[config.mk]
export PLATFORM = sky130hd
export DESIGN_NAME = sopw_queue
export DESIGN_NICKNAME = d
export VERILOG_FILES = /design/src/rtl/shadowed_oled_pixel_writer_unit_macros.svh /design/src/rtl/sopw_pkg.sv /design/src/rtl/sopw_queue.sv
export SDC_FILE = /design/constraint.sdc
export NUM_CORES = 1
export LEC_CHECK = 0
export BUFFER_PORTS_ARGS = -buffer_cell sky130_fd_sc_hd__buf_2
export CORE_ASPECT_RATIO = 1.1
export CORE_UTILIZATION = 35
export CTS_CLUSTER_DIAMETER = 150
export CTS_CLUSTER_SIZE = 12
export DETAILED_ROUTE_END_ITERATION = 10
export GPL_TIMING_DRIVEN = 0
export PLACE_DENSITY = 0.58
export SYNTH_ARGS = -nofsm -noshare
export SYNTH_HDL_FRONTEND = slang
export SYNTH_SLANG_ARGS = --single-unit
[constraint.sdc]
create_clock -name clk -period 2.2 [get_ports clk]
set_clock_uncertainty 0.15 [all_clocks]
set_input_delay 0.22 -clock clk [delete_from_list [all_inputs] [get_ports clk]]
set_output_delay 0.22 -clock clk [all_outputs]
set_load 0.01 [all_outputs]
[src/rtl/shadowed_oled_pixel_writer_unit_macros.svh]
// Assertion helpers for the pixel writer back end.
// Each expects clk and rst_n in scope.
`ifndef SHADOWED_OLED_PIXEL_WRITER_UNIT_MACROS_SVH
`define SHADOWED_OLED_PIXEL_WRITER_UNIT_MACROS_SVH

// Same-cycle implication.
`define SOPW_ASSERT_NOW(lbl, ante, cons, msg) \
  lbl: assert property (@(posedge clk) disable iff (!rst_n) (ante) |-> (cons)) \
    else $error(msg);

// Next-cycle implication.
`define SOPW_ASSERT_NXT(lbl, ante, cons, msg) \
  lbl: assert property (@(posedge clk) disable iff (!rst_n) (ante) |=> (cons)) \
    else $error(msg);

`endif

[src/rtl/sopw_pkg.sv]
`timescale 1ns / 1ps
`default_nettype none

package sopw_pkg;

  // Byte index width: page (4 bits) times up to 256 columns plus x.
  localparam int IDX_W = 12;

  // Queue between front and back.
  localparam int QDEPTH = 2;
  localparam int QPTR_W = $clog2(QDEPTH);
  localparam int QCNT_W = $clog2(QDEPTH + 1);

  // Panel controller command codes.
  localparam logic [7:0] CMD_PAGE   = 8'hB0;
  localparam logic [7:0] CMD_COL_HI = 8'h10;

  typedef enum logic [1:0] {
    STAT_UNCHANGED = 2'd0,
    STAT_SENT      = 2'd1,
    STAT_OFFSCREEN = 2'd2
  } sopw_status_t;

  typedef enum logic [1:0] {
    ST_CLEAR,
    ST_IDLE,
    ST_LOOK,
    ST_EMIT
  } sopw_state_t;

  // One classified pixel write.
  typedef struct packed {
    logic             offscreen;
    logic [IDX_W-1:0] index;
    logic [2:0]       bit_sel;
    logic             color;
    logic [3:0]       page;
    logic [7:0]       x;
  } sopw_item_t;

  // One result word.
  typedef struct packed {
    logic [7:0] out_byte;
    logic       is_data;
    logic       has_byte;
    logic       last;
    logic [1:0] status;
  } sopw_result_t;

endpackage

`default_nettype wire

[src/rtl/sopw_queue.sv]
`timescale 1ns / 1ps
`default_nettype none

module sopw_queue
  import sopw_pkg::*;
(
  input  wire logic       clk,
  input  wire logic       rst_n,
  input  wire logic       push,
  input  wire sopw_item_t push_item,
  input  wire logic       pop,
  output sopw_item_t      head_item,
  output logic            head_valid,
  output logic            full
);

  sopw_item_t        mem_r [QDEPTH];
  logic [QPTR_W-1:0] wr_ptr_r;
  logic [QPTR_W-1:0] rd_ptr_r;
  logic [QCNT_W-1:0] count_r;

  assign head_item  = mem_r[rd_ptr_r];
  assign head_valid = (count_r != '0);
  assign full       = (count_r == QCNT_W'(QDEPTH));

  // Store pushed items.
  always_ff @(posedge clk) begin
    if (push) begin
      mem_r[wr_ptr_r] <= push_item;
    end
  end

  // Advance pointers and fill count.
  always_ff @(posedge clk) begin
    if (!rst_n) begin
      wr_ptr_r <= '0;
      rd_ptr_r <= '0;
      count_r  <= '0;
    end else begin
      if (push) begin
        wr_ptr_r <= (wr_ptr_r == QPTR_W'(QDEPTH - 1)) ? '0 : wr_ptr_r + 1'b1;
      end
      if (pop) begin
        rd_ptr_r <= (rd_ptr_r == QPTR_W'(QDEPTH - 1)) ? '0 : rd_ptr_r + 1'b1;
      end
      case ({push, pop})
        2'b10:   count_r <= count_r + 1'b1;
        2'b01:   count_r <= count_r - 1'b1;
        default: count_r <= count_r;
      endcase
    end
  end

endmodule

`default_nettype wire

==> impl_metrics.env <==
export IMPL_final_max_slew_violation_count=0
export IMPL_hold_depth=3
export IMPL_syn_num_nets=146
export IMPL_numPortBuffers=63
export IMPL_max_stage_delay_ns=0.35
export IMPL_cpMostUsedCell="buf_2"
export IMPL_fmax_mhz=502
export IMPL_numPlacedInstances=255
export IMPL_arrival_ns=1.62
export IMPL_rsz0062_at_grt="no"
export IMPL_syn_to_final_growth_pct=41.6
export IMPL_tritoncts="yes"
export IMPL_dr_pass1_iters=4
export IMPL_dp_hpwl_mm=2.58
export IMPL_synthAdderAreaFrac_pct=0.543
export IMPL_min_from="push"
export IMPL_routed_wl_mm=4.23
export IMPL_htreeDepth=3
export IMPL_synth_cells=112
export IMPL_drc=0
export IMPL_rr_worst_depth=1
export IMPL_numCtsBuffers=9
export IMPL_die_area_um2=6910
export IMPL_die_h_um=87.1
export IMPL_ir_worst_vdd_v=0.000477
export IMPL_synth_largest_area_cell="edfxtp_1"
export IMPL_antenna_left=0
export IMPL_final_cell_mix="buf_2 (65), edfxtp_1 (58), dlygate4sd3_1 (30)"
export IMPL_initial_core_util_pct=36.8
export IMPL_drt_iter0_markers=41
export IMPL_fin_crit_ns=1.99
export IMPL_synth_mux_area_fraction_pct=14.2
export IMPL_cap_violations=0
export IMPL_setup_violations=0
export IMPL_antennaDiodeCount=0
export IMPL_cts_root_buf="clkbuf_8"
export IMPL_dieWidth_um=79.4
export IMPL_avgRoutedWirePerCell_um=14.0
export IMPL_grt_pass1_wl_mm=6.65
export IMPL_min_path_type="in2reg"
export IMPL_worst_slew_pin_slew_ns=0.871
export IMPL_synth_top_family_by_area="multiplexers"
export IMPL_slowest_stage="mux2_2"
export IMPL_layout_commonest_cell="buf_2"
export IMPL_power_density_nw_per_um2=889
export IMPL_startpoint_type="flop"
export IMPL_synth_top_cell_area_share_pct=75.6
export IMPL_crit_fanout=10
export IMPL_status="completed"
export IMPL_synth_xor_area_share_pct=1.14
export IMPL_core_um2=6270
export IMPL_ys_top_cells_by_area="edfxtp_1 (76%), mux2_2 (14%), dfxtp_1 (4.3%), and2_1 (1.1%), xnor2_1 (0.76%)"
export IMPL_num_fill_cells=507
export IMPL_routed_via_density=4.47
export IMPL_drive_gt1_share_pct=51.6
export IMPL_leakagePower_uw=0.00126
export IMPL_yosysWarnings=0
export IMPL_crit_type="reg2out"
export IMPL_final_cells=301
export IMPL_ioPinCount=64
export IMPL_final_setup_tns_ns=0
export IMPL_std_cell_rows=30
export IMPL_finalWeightedCongestion=0.625
export IMPL_clock_sinks=63
export IMPL_grt_max_degree=31
export IMPL_required_ns=1.83
export IMPL_overflow=0
export IMPL_synth_compound_area_share_pct=0.869
export IMPL_synth_distinct_cells=18
export IMPL_endpoint_kind="primary output"
export IMPL_synthSimpleGateAreaFrac_pct=2.44
export IMPL_grt_use_total_pct=13.4
export IMPL_insertion_delay_ns=0.33
export IMPL_synth_avg_cell_area_um2=20.6
export IMPL_clk_path_buf_depth=2
export IMPL_maxSlewHeadroom_pct=41.8
export IMPL_synth_seq_cells=63
export IMPL_hold_viol_final=0
export IMPL_nets=250
export IMPL_synth_cell_area_um2=2300
export IMPL_min_period_over_period_pct=90.6
export IMPL_antenna_found_initial=0
export IMPL_reg2reg_from="wr_ptr_r"
export IMPL_grt_pass1_vias=1423
export IMPL_vias=1344
export IMPL_cp_cell_sequence="buf_2, buf_4, mux2_2, buf_2"
export IMPL_clkTransAtPathRegs_ns=0.07
export IMPL_yosysSeqAreaShare_pct=79.9
[timing repair]
item	CTS	global route
hold buffers	30	0
endpoints found under the hold margin	61	0
buffers inserted	0	0
resized for setup	0	0
[critical path, delay by kind of cell, from the launching register on]
| family | cells | cell delay [ns] |
|---|---|---|
| mux | 1 | 0.35 |
| flops | 1 | 0.32 |
| buf+inv | 3 | 0.63 |
[synthesized netlist by cell type (all sizes together)]
cell type and n:
o21ai 1, nor2b 1, inv 1, a21boi 1, ha 1, or2 1, nor2 1, o21a 1
mux2 29, dfxtp 5, and2b 1, xnor2 2, or3 1, and2 4, buf 3, xor2 1
edfxtp 58
[layout make-up]
cell class / count / area (um2) / share of cell area, %
Clock buffer: 9 / 124 / 3.79
Sequential cell: 63 / 1840 / 56.4
Buffer: 3 / 17.5 / 0.537
Inverter: 1 / 3.75 / 0.115
Clock inverter: 7 / 111 / 3.41
Multi-Input combinational cell: 45 / 450 / 13.8
Timing Repair Buffer: 93 / 616 / 18.9
Tap cell: 80 / 100 / 3.07
[logic make-up after synthesis]
family	count (synthesis)
multiplexers	29
flip-flops	63
AND/OR/NAND/NOR	9
buffers and inverters	4
adder cells (fa/ha/maj)	1
XOR/XNOR	3
AO/OA/AOI/OAI	3
[routing by layer]
layer | vias to the layer above | track usage (%) | share of wire (%)
met5 | - | 0 | 0
met4 | 0 | 6.45 | 1.9
li1 | 638 | - | -
met1 | 650 | 14.3 | 40
met2 | 48 | 23.4 | 52
met3 | 8 | 4.82 | 5.7
[where the power goes]
group | switching (uW) | internal, uW | total, uW
clock network | 433 | 744 | 1180
registers | 20.5 | 1380 | 1400
logic | 148 | 174 | 322
total | 602 | 2300 | 2900
[path summary, 6_finish.rpt]
| path | slack, ns | end |
|---|---|---|
| max | 0.21 | head_item[8] |
| min | 0.11 | wr_ptr_r |
| max reg2reg | 0.62 | mem_r[0][8] |
| min reg2reg | 0.41 | count_r[1] |
[through the flow]
stage	power (uW)	utilization, %	hold slack [ns]	setup WS (ns)	cell area [um2]
finish	2900	52.1	0.107	0.207	3260
detailed placement	1710	43.5	0.261	0.140	2730
floorplan	1590	-	0.169	0.0604	2300
global route	3020	52.1	0.104	0.107	3260
CTS	2940	52.1	0.0783	0.107	3260
global placement	1700	43.4	0.258	-0.639	2720
[sequential cells by signal, indices dropped and copies added (netlist names), named ones only]
register and flops:
mem_r 58, wr_ptr_r 1, count_r 2, rd_ptr_r 1
No activity file was read; power rests on OpenSTA's default activity.
