<file path="src/rtl/shadowed_oled_pixel_writer_unit_macros.svh">
// Assertion helpers for the pixel writer back end.
// Each expects clk and rst_n in scope.
`ifndef SHADOWED_OLED_PIXEL_WRITER_UNIT_MACROS_SVH
`define SHADOWED_OLED_PIXEL_WRITER_UNIT_MACROS_SVH

// Same-cycle implication.
`define SOPW_ASSERT_NOW(lbl, ante, cons, msg) \
  lbl: assert property (@(posedge clk) disable iff (!rst_n) (ante) |-> (cons)) \
    else $error(msg);

// Next-cycle implication.
`define SOPW_ASSERT_NXT(lbl, ante, cons, msg) \
  lbl: assert property (@(posedge clk) disable iff (!rst_n) (ante) |=> (cons)) \
    else $error(msg);

`endif

</file>
<file path="src/rtl/sopw_pkg.sv">
`timescale 1ns / 1ps
`default_nettype none

package sopw_pkg;

  // Byte index width: page (4 bits) times up to 256 columns plus x.
  localparam int IDX_W = 12;

  // Queue between front and back.
  localparam int QDEPTH = 2;
  localparam int QPTR_W = $clog2(QDEPTH);
  localparam int QCNT_W = $clog2(QDEPTH + 1);

  // Panel controller command codes.
  localparam logic [7:0] CMD_PAGE   = 8'hB0;
  localparam logic [7:0] CMD_COL_HI = 8'h10;

  typedef enum logic [1:0] {
    STAT_UNCHANGED = 2'd0,
    STAT_SENT      = 2'd1,
    STAT_OFFSCREEN = 2'd2
  } sopw_status_t;

  typedef enum logic [1:0] {
    ST_CLEAR,
    ST_IDLE,
    ST_LOOK,
    ST_EMIT
  } sopw_state_t;

  // One classified pixel write.
  typedef struct packed {
    logic             offscreen;
    logic [IDX_W-1:0] index;
    logic [2:0]       bit_sel;
    logic             color;
    logic [3:0]       page;
    logic [7:0]       x;
  } sopw_item_t;

  // One result word.
  typedef struct packed {
    logic [7:0] out_byte;
    logic       is_data;
    logic       has_byte;
    logic       last;
    logic [1:0] status;
  } sopw_result_t;

endpackage

`default_nettype wire

</file>
<file path="src/rtl/sopw_in_if.sv">
`timescale 1ns / 1ps
`default_nettype none

interface sopw_in_if;
  logic       valid;
  logic       ready;
  logic [7:0] x;
  logic [6:0] y;
  logic       color;

  modport source (output valid, x, y, color, input ready);
  modport sink   (input valid, x, y, color, output ready);
endinterface

`default_nettype wire

</file>
<file path="src/rtl/sopw_front.sv">
`timescale 1ns / 1ps
`default_nettype none

module sopw_front
  import sopw_pkg::*;
#(
  parameter int FRAME_BYTES = 1024,
  parameter int ROW_BYTES   = 128
) (
  sopw_in_if.sink   in_if,
  input  wire logic clr_busy,
  input  wire logic q_full,
  output logic      push,
  output sopw_item_t push_item
);

  logic [3:0]       page;
  logic [IDX_W-1:0] index;

  // Hold off input while the store clears or the queue is full.
  assign in_if.ready = !q_full && !clr_busy;
  assign push        = in_if.valid && in_if.ready;

  // Classify: byte index, bit, off-screen check.
  assign page  = in_if.y[6:3];
  assign index = IDX_W'(page) * IDX_W'(ROW_BYTES) + IDX_W'(in_if.x);

  always_comb begin
    push_item.offscreen = (index > IDX_W'(FRAME_BYTES - 1));
    push_item.index     = index;
    push_item.bit_sel   = in_if.y[2:0];
    push_item.color     = in_if.color;
    push_item.page      = page;
    push_item.x         = in_if.x;
  end

endmodule

`default_nettype wire

</file>
<file path="src/flat_wrapper.sv">
// flat-port wrapper written by rule: the top's interface ports become plain ports
module sopw_front_flat import sopw_pkg::*;
#(
  parameter int FRAME_BYTES = 1024,
  parameter int ROW_BYTES   = 128
)
  (clr_busy, q_full, push, push_item, in_if_valid, in_if_x, in_if_y, in_if_color, in_if_ready);
  sopw_in_if in_if_i ();
  input  wire logic clr_busy;
  input  wire logic q_full;
  output logic push;
  output sopw_item_t push_item;
  input wire logic [$bits(in_if_i.valid)-1:0] in_if_valid;
  input wire logic [$bits(in_if_i.x)-1:0] in_if_x;
  input wire logic [$bits(in_if_i.y)-1:0] in_if_y;
  input wire logic [$bits(in_if_i.color)-1:0] in_if_color;
  output wire logic [$bits(in_if_i.ready)-1:0] in_if_ready;
  assign in_if_i.valid = in_if_valid;
  assign in_if_i.x = in_if_x;
  assign in_if_i.y = in_if_y;
  assign in_if_i.color = in_if_color;
  assign in_if_ready = in_if_i.ready;
  sopw_front #(.FRAME_BYTES(FRAME_BYTES), .ROW_BYTES(ROW_BYTES)) u_core (.in_if(in_if_i), .clr_busy(clr_busy), .q_full(q_full), .push(push), .push_item(push_item));
endmodule
</file>
<file path="config.mk">
export PLATFORM = sky130hd
export DESIGN_NAME = sopw_front_flat
export DESIGN_NICKNAME = d
export VERILOG_FILES = /design/src/rtl/shadowed_oled_pixel_writer_unit_macros.svh /design/src/rtl/sopw_pkg.sv /design/src/rtl/sopw_in_if.sv /design/src/rtl/sopw_front.sv /design/src/flat_wrapper.sv
export SDC_FILE = /design/constraint.sdc
export NUM_CORES = 1
export LEC_CHECK = 0
export BUFFER_PORTS_ARGS = -buffer_cell sky130_fd_sc_hd__buf_2
export CAP_MARGIN = 25
export CORE_AREA = 2 2 39 41
export DETAILED_ROUTE_END_ITERATION = 16
export DIE_AREA = 0 0 41 43
export GPL_ROUTABILITY_DRIVEN = 0
export PLACE_DENSITY = 0.61
export SLEW_MARGIN = 20
export SYNTH_ARGS = -nofsm -noshare
export SYNTH_HDL_FRONTEND = slang
export SYNTH_SLANG_ARGS = --single-unit
export TNS_END_PERCENT = 30
</file>
<file path="constraint.sdc">
create_clock -name vclk -period 1.5
set_clock_uncertainty 0.1 [all_clocks]
set_input_delay 0.15 -clock vclk [all_inputs]
set_output_delay 0.15 -clock vclk [all_outputs]
set_load 0.02 [all_outputs]
</file>
==> insert_results.sql, run 1 <==
INSERT INTO impl_metrics (metric_group, metric, value, unit) VALUES
('run_status', 'outcome', 'finished, final reports clean', ''),
('floorplanning', 'floorplan.die.height', '43', 'um'),
('sta', 'period_utilisation_layout', '0.9598', ''),
('cells_and_area', 'final_cell_count_no_fill', '49', ''),
('floorplanning', 'ios', '50', ''),
('logic_synthesis', 'post_synth_top_area_cell', 'sky130_fd_sc_hd__buf_4', ''),
('drt', 'route.vias.total', '169', ''),
('cells_and_area', 'mostFrequentLayoutCell', 'sky130_fd_sc_hd__buf_2', ''),
('sta', 'setup_viol', '0', ''),
('cells_and_area', 'layout.sequential_cells', '0', ''),
('hold_path', 'hold_path.class', 'input pin to primary output', ''),
('hold_path', 'cells_on_worst_hold_path', '0', ''),
('global_route', 'global_route.usage.total', '0.03796', ''),
('clock_network', 'post-cts-setup-buffer-count', '0', ''),
('logic_synthesis', 'synthesis.instances', '33', ''),
('drt', 'drt_iter0_drc', '0', ''),
('logic_synthesis', 'yosys_warnings', '0', ''),
('place', 'placedCellCount', '49', ''),
('cells_and_area', 'nets', '56', ''),
('logic_synthesis', 'synth_top_family_by_area', 'buffers and inverters', ''),
('floorplanning', 'floorplan.initialDensity', '0.1908', ''),
('logic_synthesis', 'synth.net_count', '54', ''),
('floorplanning', 'die_width', '41', 'um'),
('pwr', 'vdd_ir_drop_max', '0.1077', 'mV'),
('drt', 'routedWlPerCell', '7.776', 'um'),
('sta', 'least_margin_pin_slew', '0.1091', 'ns'),
('cells_and_area', 'commonest_cells_after_routing_fill_and_taps_aside', 'sky130_fd_sc_hd__buf_2 (21), sky130_fd_sc_hd__buf_4 (2)', ''),
('logic_synthesis', 'post-synth-top-area-fraction', '0.6540', ''),
('drt', 'detail-route-antenna-nets', '0', ''),
('cells_and_area', 'fill_cells', '155', ''),
('critical_path', 'crit_path_max_incr_delay', '0.26', 'ns'),
('drt', 'drc_errors', '0', ''),
('cells_and_area', 'clock_buffer_count', '0', ''),
('pwr', 'power.total', '0.08270', 'mW'),
('global_route', 'first_global_vias', '120', ''),
('sta', 'max_freq', '694.6', 'MHz'),
('cells_and_area', 'layout-drive-gt1-share', '0.8182', ''),
('cells_and_area', 'insertedDiodeCount', '0', ''),
('sta', 'finalMaxSlewViolations', '0', ''),
('sta', 'setup_tns', '0', 'ns'),
('place', 'buffer_ports.inserted', '21', ''),
('critical_path', 'worst_setup_path_end_kind', 'primary output', ''),
('drt', 'routed_vias_inst', '3.449', ''),
('critical_path', 'worstPathCellList', 'buf_2 > ha_1 > ha_2 > nand2b_1 > mux2_4 > buf_2', ''),
('logic_synthesis', 'synth_top_cells_by_area', 'sky130_fd_sc_hd__buf_4 (65%), sky130_fd_sc_hd__ha_1 (9.5%), sky130_fd_sc_hd__mux2_4 (5.7%)', ''),
('clock_network', 'postCtsHoldBufs', '0', ''),
('drt', 'finalWirelength', '381', 'um'),
('critical_path', 'cpMaxStageDelayCell', 'sky130_fd_sc_hd__mux2_4', ''),
('logic_synthesis', 'post_synthesis_cell_area', '264.0', 'um^2'),
('cells_and_area', 'areaGrowthSynthToFinish', '-11.37', '%'),
('critical_path', 'crit_fanout', '2', ''),
('critical_path', 'timing.critical_path.required', '1.25', 'ns'),
('pwr', 'pwr_density_cell', '353.5', 'nW/um^2'),
('sta', 'grt_setup_unrepaired', 'false', ''),
('floorplanning', 'die-area', '1763', 'um^2'),
('logic_synthesis', 'yosys.area_share.xor_xnor', '0.06635', ''),
('sta', 'finalHoldViolCount', '0', ''),
('logic_synthesis', 'ys_seq_area_frac', '0', ''),
('global_route', 'antenna_violations_before_repair', '0', ''),
('logic_synthesis', 'multiplexer_area_fraction_after_synthesis', '0.05687', ''),
('clock_network', 'post_cts.resized_instances', '0', ''),
('pwr', 'leakagePower', '0.1436', 'nW'),
('logic_synthesis', 'post_synth_fa_ha_maj_area_fraction', '0.09479', ''),
('critical_path', 'arrival', '1.19', 'ns'),
('critical_path', 'cpLargestDelayFamily', 'adder cells', ''),
('critical_path', 'type_of_the_worst_setup_path', 'input pin to primary output', ''),
('floorplanning', 'standard_cell_row_count', '14', ''),
('logic_synthesis', 'post_synthesis_compound_gate_area_fraction', '0', ''),
('critical_path', 'crit_path_frequent_cell', 'sky130_fd_sc_hd__buf_2', ''),
('critical_path', 'cp.depth', '6', ''),
('cells_and_area', 'regArea', '0', 'um^2');
## logic make-up after synthesis
family / count (synthesis)
buffers and inverters: 23
and+or+nand+nor: 5
xor gates and xnor gates: 2
adders and majority gates: 2
muxes: 1
## stage by stage
| step | hold slack [ns] | area, um^2 | setup WS (ns) | util |
|---|---|---|---|---|
| after global routing | 0.2000 | 234.0 | 0.008156 | 0.1691 |
| final | 0.2000 | 234.0 | 0.06034 | 0.1691 |
| after detailed placement | 0.2001 | 231.5 | 0.02790 | 0.1673 |
| after floorplan | 0.2796 | 264.0 | 0.2602 | - |
| after CTS | 0.2001 | 231.5 | 0.02734 | 0.1673 |
| after global placement | 0.2001 | 231.5 | 0.05187 | 0.1673 |
## report_power, final
group          switching, mW  internal [mW]
clock network              0              0
registers                  0              0
logic                 0.0487         0.0340
## Yosys cell counts
cell type and number:
sky130_fd_sc_hd__buf_4 23, sky130_fd_sc_hd__xor2_1 1, sky130_fd_sc_hd__mux2_4 1, sky130_fd_sc_hd__xnor2_1 1
sky130_fd_sc_hd__and3_2 1, sky130_fd_sc_hd__nor2_1 1, sky130_fd_sc_hd__ha_1 2, sky130_fd_sc_hd__nand3_2 1
sky130_fd_sc_hd__nand2b_1 1, sky130_fd_sc_hd__and2_1 1
## path summary, 6_finish.rpt
path,from,endpoint,slack [ns]
worst min-delay path,in_if_y[0],push_item[13],0.20
worst max-delay path,in_if_y[3],push_item[28],0.06
## layer usage
metal | global-route usage | routed length, um
met1 | 0.04430 | 145
met2 | 0.05625 | 152
met3 | 0.01571 | 77
met4 | 0.02000 | 5
met5 | 0 | 0
## final cells by class
| cell class | instances | area [um^2] | area share |
|---|---|---|---|
| multi-input cells | 10 | 93.84 | 0.4011 |
| well taps | 16 | 20.02 | 0.08556 |
| repair buffers | 23 | 120.1 | 0.5134 |
(Power assumes the default switching activity.)
==> run 2, diff against run 1 <==
--- a/config.mk
+++ b/config.mk
@@ -5,13 +5,14 @@
 export SDC_FILE = /design/constraint.sdc
 export NUM_CORES = 1
 export LEC_CHECK = 0
+export ABC_AREA = 1
 export BUFFER_PORTS_ARGS = -buffer_cell sky130_fd_sc_hd__buf_2
 export CAP_MARGIN = 25
 export CORE_AREA = 2 2 39 41
 export DETAILED_ROUTE_END_ITERATION = 16
 export DIE_AREA = 0 0 41 43
 export GPL_ROUTABILITY_DRIVEN = 0
-export PLACE_DENSITY = 0.61
+export PLACE_DENSITY = 0.6
 export SLEW_MARGIN = 20
 export SYNTH_ARGS = -nofsm -noshare
 export SYNTH_HDL_FRONTEND = slang
==> run 2 against run 1 <==
  * Synthesized area down 3.8%
  * Final area down 12%
  * Highest routed layer unchanged
  * Largest cell class unchanged
  * First-iteration DRC count did not move
  * Die area did not move
==> insert_results.sql, run 2 <==
INSERT INTO impl_metrics (metric_group, metric, value, unit) VALUES
('drt', 'finalWirelength', '369', 'um'),
('run_status', 'outcome', 'finished, final reports clean', ''),
('logic_synthesis', 'post_synthesis_compound_gate_area_fraction', '0', ''),
('drt', 'detail-route-antenna-nets', '0', ''),
('place', 'placement.cell_area', '206.4', 'um^2'),
('sta', 'period_utilisation_layout', '0.8443', ''),
('floorplanning', 'ios', '50', ''),
('clock_network', 'postCtsHoldBufs', '0', ''),
('floorplanning', 'floorplan.initialDensity', '0.1835', ''),
('floorplanning', 'standard_cell_row_count', '14', ''),
('hold_path', 'hold_path.class', 'input pin to primary output', ''),
('floorplanning', 'core_area', '1384', 'um^2'),
('pwr', 'vdd_ir_drop_max', '0.07175', 'mV'),
('logic_synthesis', 'netlist-cell-type-count', '9', ''),
('place', 'buffer_ports.inserted', '21', ''),
('floorplanning', 'floorplan.die.height', '43', 'um'),
('logic_synthesis', 'synth_top_family_by_area', 'buffers and inverters', ''),
('logic_synthesis', 'synth-simple-area-share', '0.1576', ''),
('sta', 'finalMaxSlewViolations', '0', ''),
('cells_and_area', 'mostFrequentLayoutCell', 'sky130_fd_sc_hd__buf_2', ''),
('run', 'max_cap_violations', '0', ''),
('global_route', 'antenna_violations_before_repair', '0', ''),
('global_route', 'wire_length_of_the_first_global_routing_pass', '414', 'um'),
('cells_and_area', 'final_cell_count_no_fill', '50', ''),
('pwr', 'pwr_density_cell', '373.2', 'nW/um^2'),
('cells_and_area', 'layout.sequential_cells', '0', ''),
('clock_network', 'post_cts.resized_instances', '0', ''),
('logic_synthesis', 'synth.net_count', '57', ''),
('sta', 'setup_viol', '0', ''),
('sta', 'grt_setup_unrepaired', 'false', ''),
('floorplanning', 'die_width', '41', 'um'),
('logic_synthesis', 'ys_seq_area_frac', '0', ''),
('sta', 'least_margin_pin_slew', '0.1372', 'ns'),
('drt', 'route.vias.total', '179', ''),
('global_route', 'global_route.usage.total', '0.02997', ''),
('place', 'placedCellCount', '50', ''),
('global_route', 'grt_remaining_overflow', '0', ''),
('logic_synthesis', 'multiplexer_area_fraction_after_synthesis', '0', ''),
('critical_path', 'timing.critical_path.required', '1.25', 'ns'),
('sta', 'max_freq', '789.6', 'MHz'),
('drt', 'drt_iter0_drc', '0', ''),
('drt', 'routedWlPerCell', '7.380', 'um'),
('critical_path', 'crit_fanout', '3', ''),
('logic_synthesis', 'synthesis.instances', '36', ''),
('logic_synthesis', 'post_synthesis_cell_area', '254.0', 'um^2'),
('logic_synthesis', 'yosys.area_share.xor_xnor', '0.03448', ''),
('cells_and_area', 'fill_cells', '158', ''),
('place', 'pre_cts_slack', '0.2236', 'ns'),
('logic_synthesis', 'synth_top_cells_by_area', 'sky130_fd_sc_hd__buf_4 (68%), sky130_fd_sc_hd__ha_1 (9.9%), sky130_fd_sc_hd__nand3_1 (5.9%)', ''),
('global_route', 'first_global_vias', '115', ''),
('critical_path', 'setup.worst_path.start_class', 'input pin', ''),
('sta', 'finalHoldWorstSlack', '0.2000', 'ns'),
('cells_and_area', 'regArea', '0', 'um^2'),
('logic_synthesis', 'yosys_warnings', '0', ''),
('cells_and_area', 'postLayoutCellArea', '206.4', 'um^2'),
('logic_synthesis', 'synth_top_cells_by_count', 'sky130_fd_sc_hd__buf_4 (23), sky130_fd_sc_hd__nand3_1 (3), sky130_fd_sc_hd__ha_1 (2), sky130_fd_sc_hd__inv_1 (2), sky130_fd_sc_hd__nand2_1 (2)', ''),
('critical_path', 'worst_setup_path_end_kind', 'primary output', ''),
('cells_and_area', 'fin_util', '0.1492', ''),
('cells_and_area', 'areaGrowthSynthToFinish', '-18.72', '%'),
('logic_synthesis', 'syn_area_per_cell', '7.055', 'um^2'),
('cells_and_area', 'nets', '57', ''),
('critical_path', 'arrival', '1.02', 'ns'),
('logic_synthesis', 'top_count_cell_post_synth', 'sky130_fd_sc_hd__buf_4', ''),
('cells_and_area', 'commonest_cells_after_routing_fill_and_taps_aside', 'sky130_fd_sc_hd__buf_2 (21), sky130_fd_sc_hd__nand3_1 (3), sky130_fd_sc_hd__inv_1 (2), sky130_fd_sc_hd__nand2_1 (2), sky130_fd_sc_hd__ha_1 (2)', ''),
('critical_path', 'type_of_the_worst_setup_path', 'input pin to primary output', ''),
('drt', 'drtPass1Iterations', '1', ''),
('clock_network', 'post-cts-setup-buffer-count', '0', ''),
('cells_and_area', 'clock_buffer_count', '0', ''),
('logic_synthesis', 'post_synth_fa_ha_maj_area_fraction', '0.09852', ''),
('logic_synthesis', 'post_synth_top_area_cell', 'sky130_fd_sc_hd__buf_4', ''),
('global_route', 'grt_start_max_net_pins', '6', ''),
('pwr', 'power.total', '0.07706', 'mW'),
('sta', 'timing.max_slew.rel_slack', '0.9083', ''),
('drt', 'routed_vias_inst', '3.580', ''),
('sta', 'setup_tns', '0', 'ns'),
('floorplanning', 'die-area', '1763', 'um^2'),
('sta', 'timing.final.crit_period', '1.266', 'ns'),
('cells_and_area', 'insertedDiodeCount', '0', ''),
('pwr', 'leakagePower', '0.1402', 'nW'),
('logic_synthesis', 'post-synth-top-area-fraction', '0.6798', ''),
('cells_and_area', 'layout-drive-gt1-share', '0.6176', ''),
('drt', 'drc_errors', '0', ''),
('sta', 'timing.final.ws_setup', '0.2335', 'ns'),
('sta', 'finalHoldViolCount', '0', '');
-- run 2: cell types whose count changed in the layout (fill, tap and decap cells not counted), sizes merged, moves of 2 or more --
| cell | before | now |
|---|---|---|
| buf | 23 | 21 |
| inv | 0 | 2 |
| nand2 | 0 | 2 |
| nand3 | 1 | 3 |
-- run 2: worst paths after layout --
| check | from | endpoint | slack [ns] | depth (start not counted) |
|---|---|---|---|---|
| worst max-delay path | in_if_y[3] | push_item[28] | 0.23 | 6 |
| worst min-delay path | in_if_x[2] | push_item[2] | 0.20 | 0 |
-- run 2: routing by layer --
metal / vias up / GRT usage / share of wire
met5: - / 0 / 0
met4: 0 / 0.03333 / 0.014
met3: 2 / 0 / 0.26
met2: 18 / 0.05938 / 0.43
met1: 71 / 0.01899 / 0.30
li1: 88 / - / -
-- run 2: critical path, cell delays in order --
cell and delay (ns):
sky130_fd_sc_hd__buf_2 0.10, sky130_fd_sc_hd__ha_1 0.22, sky130_fd_sc_hd__ha_1 0.22, sky130_fd_sc_hd__nand3_1 0.09, sky130_fd_sc_hd__nand3_1 0.08, sky130_fd_sc_hd__buf_2 0.16
-- run 2: final cells by class --
class	instances	area (um^2)	area share
timing repair buffer	21	105.1	0.5091
inverter	2	7.507	0.03636
multi-input combinational	11	73.82	0.3576
tap	16	20.02	0.09697
-- run 2: cells by family (layout without fill, tap and decap cells) --
group | count (synthesis) | count (layout)
buf+inv | 25 | 23
simple gates | 8 | 8
fa+ha+maj | 2 | 2
xor+xnor | 1 | 1
-- run 2: power breakdown --
group / switching (mW) / internal [mW] / total [mW] / leakage (nW)
Clock: 0 / 0 / 0 / 0
Sequential: 0 / 0 / 0 / 0
Combinational: 0.0484 / 0.0287 / 0.0771 / 0.140
Total: 0.0484 / 0.0287 / 0.0771 / 0.140
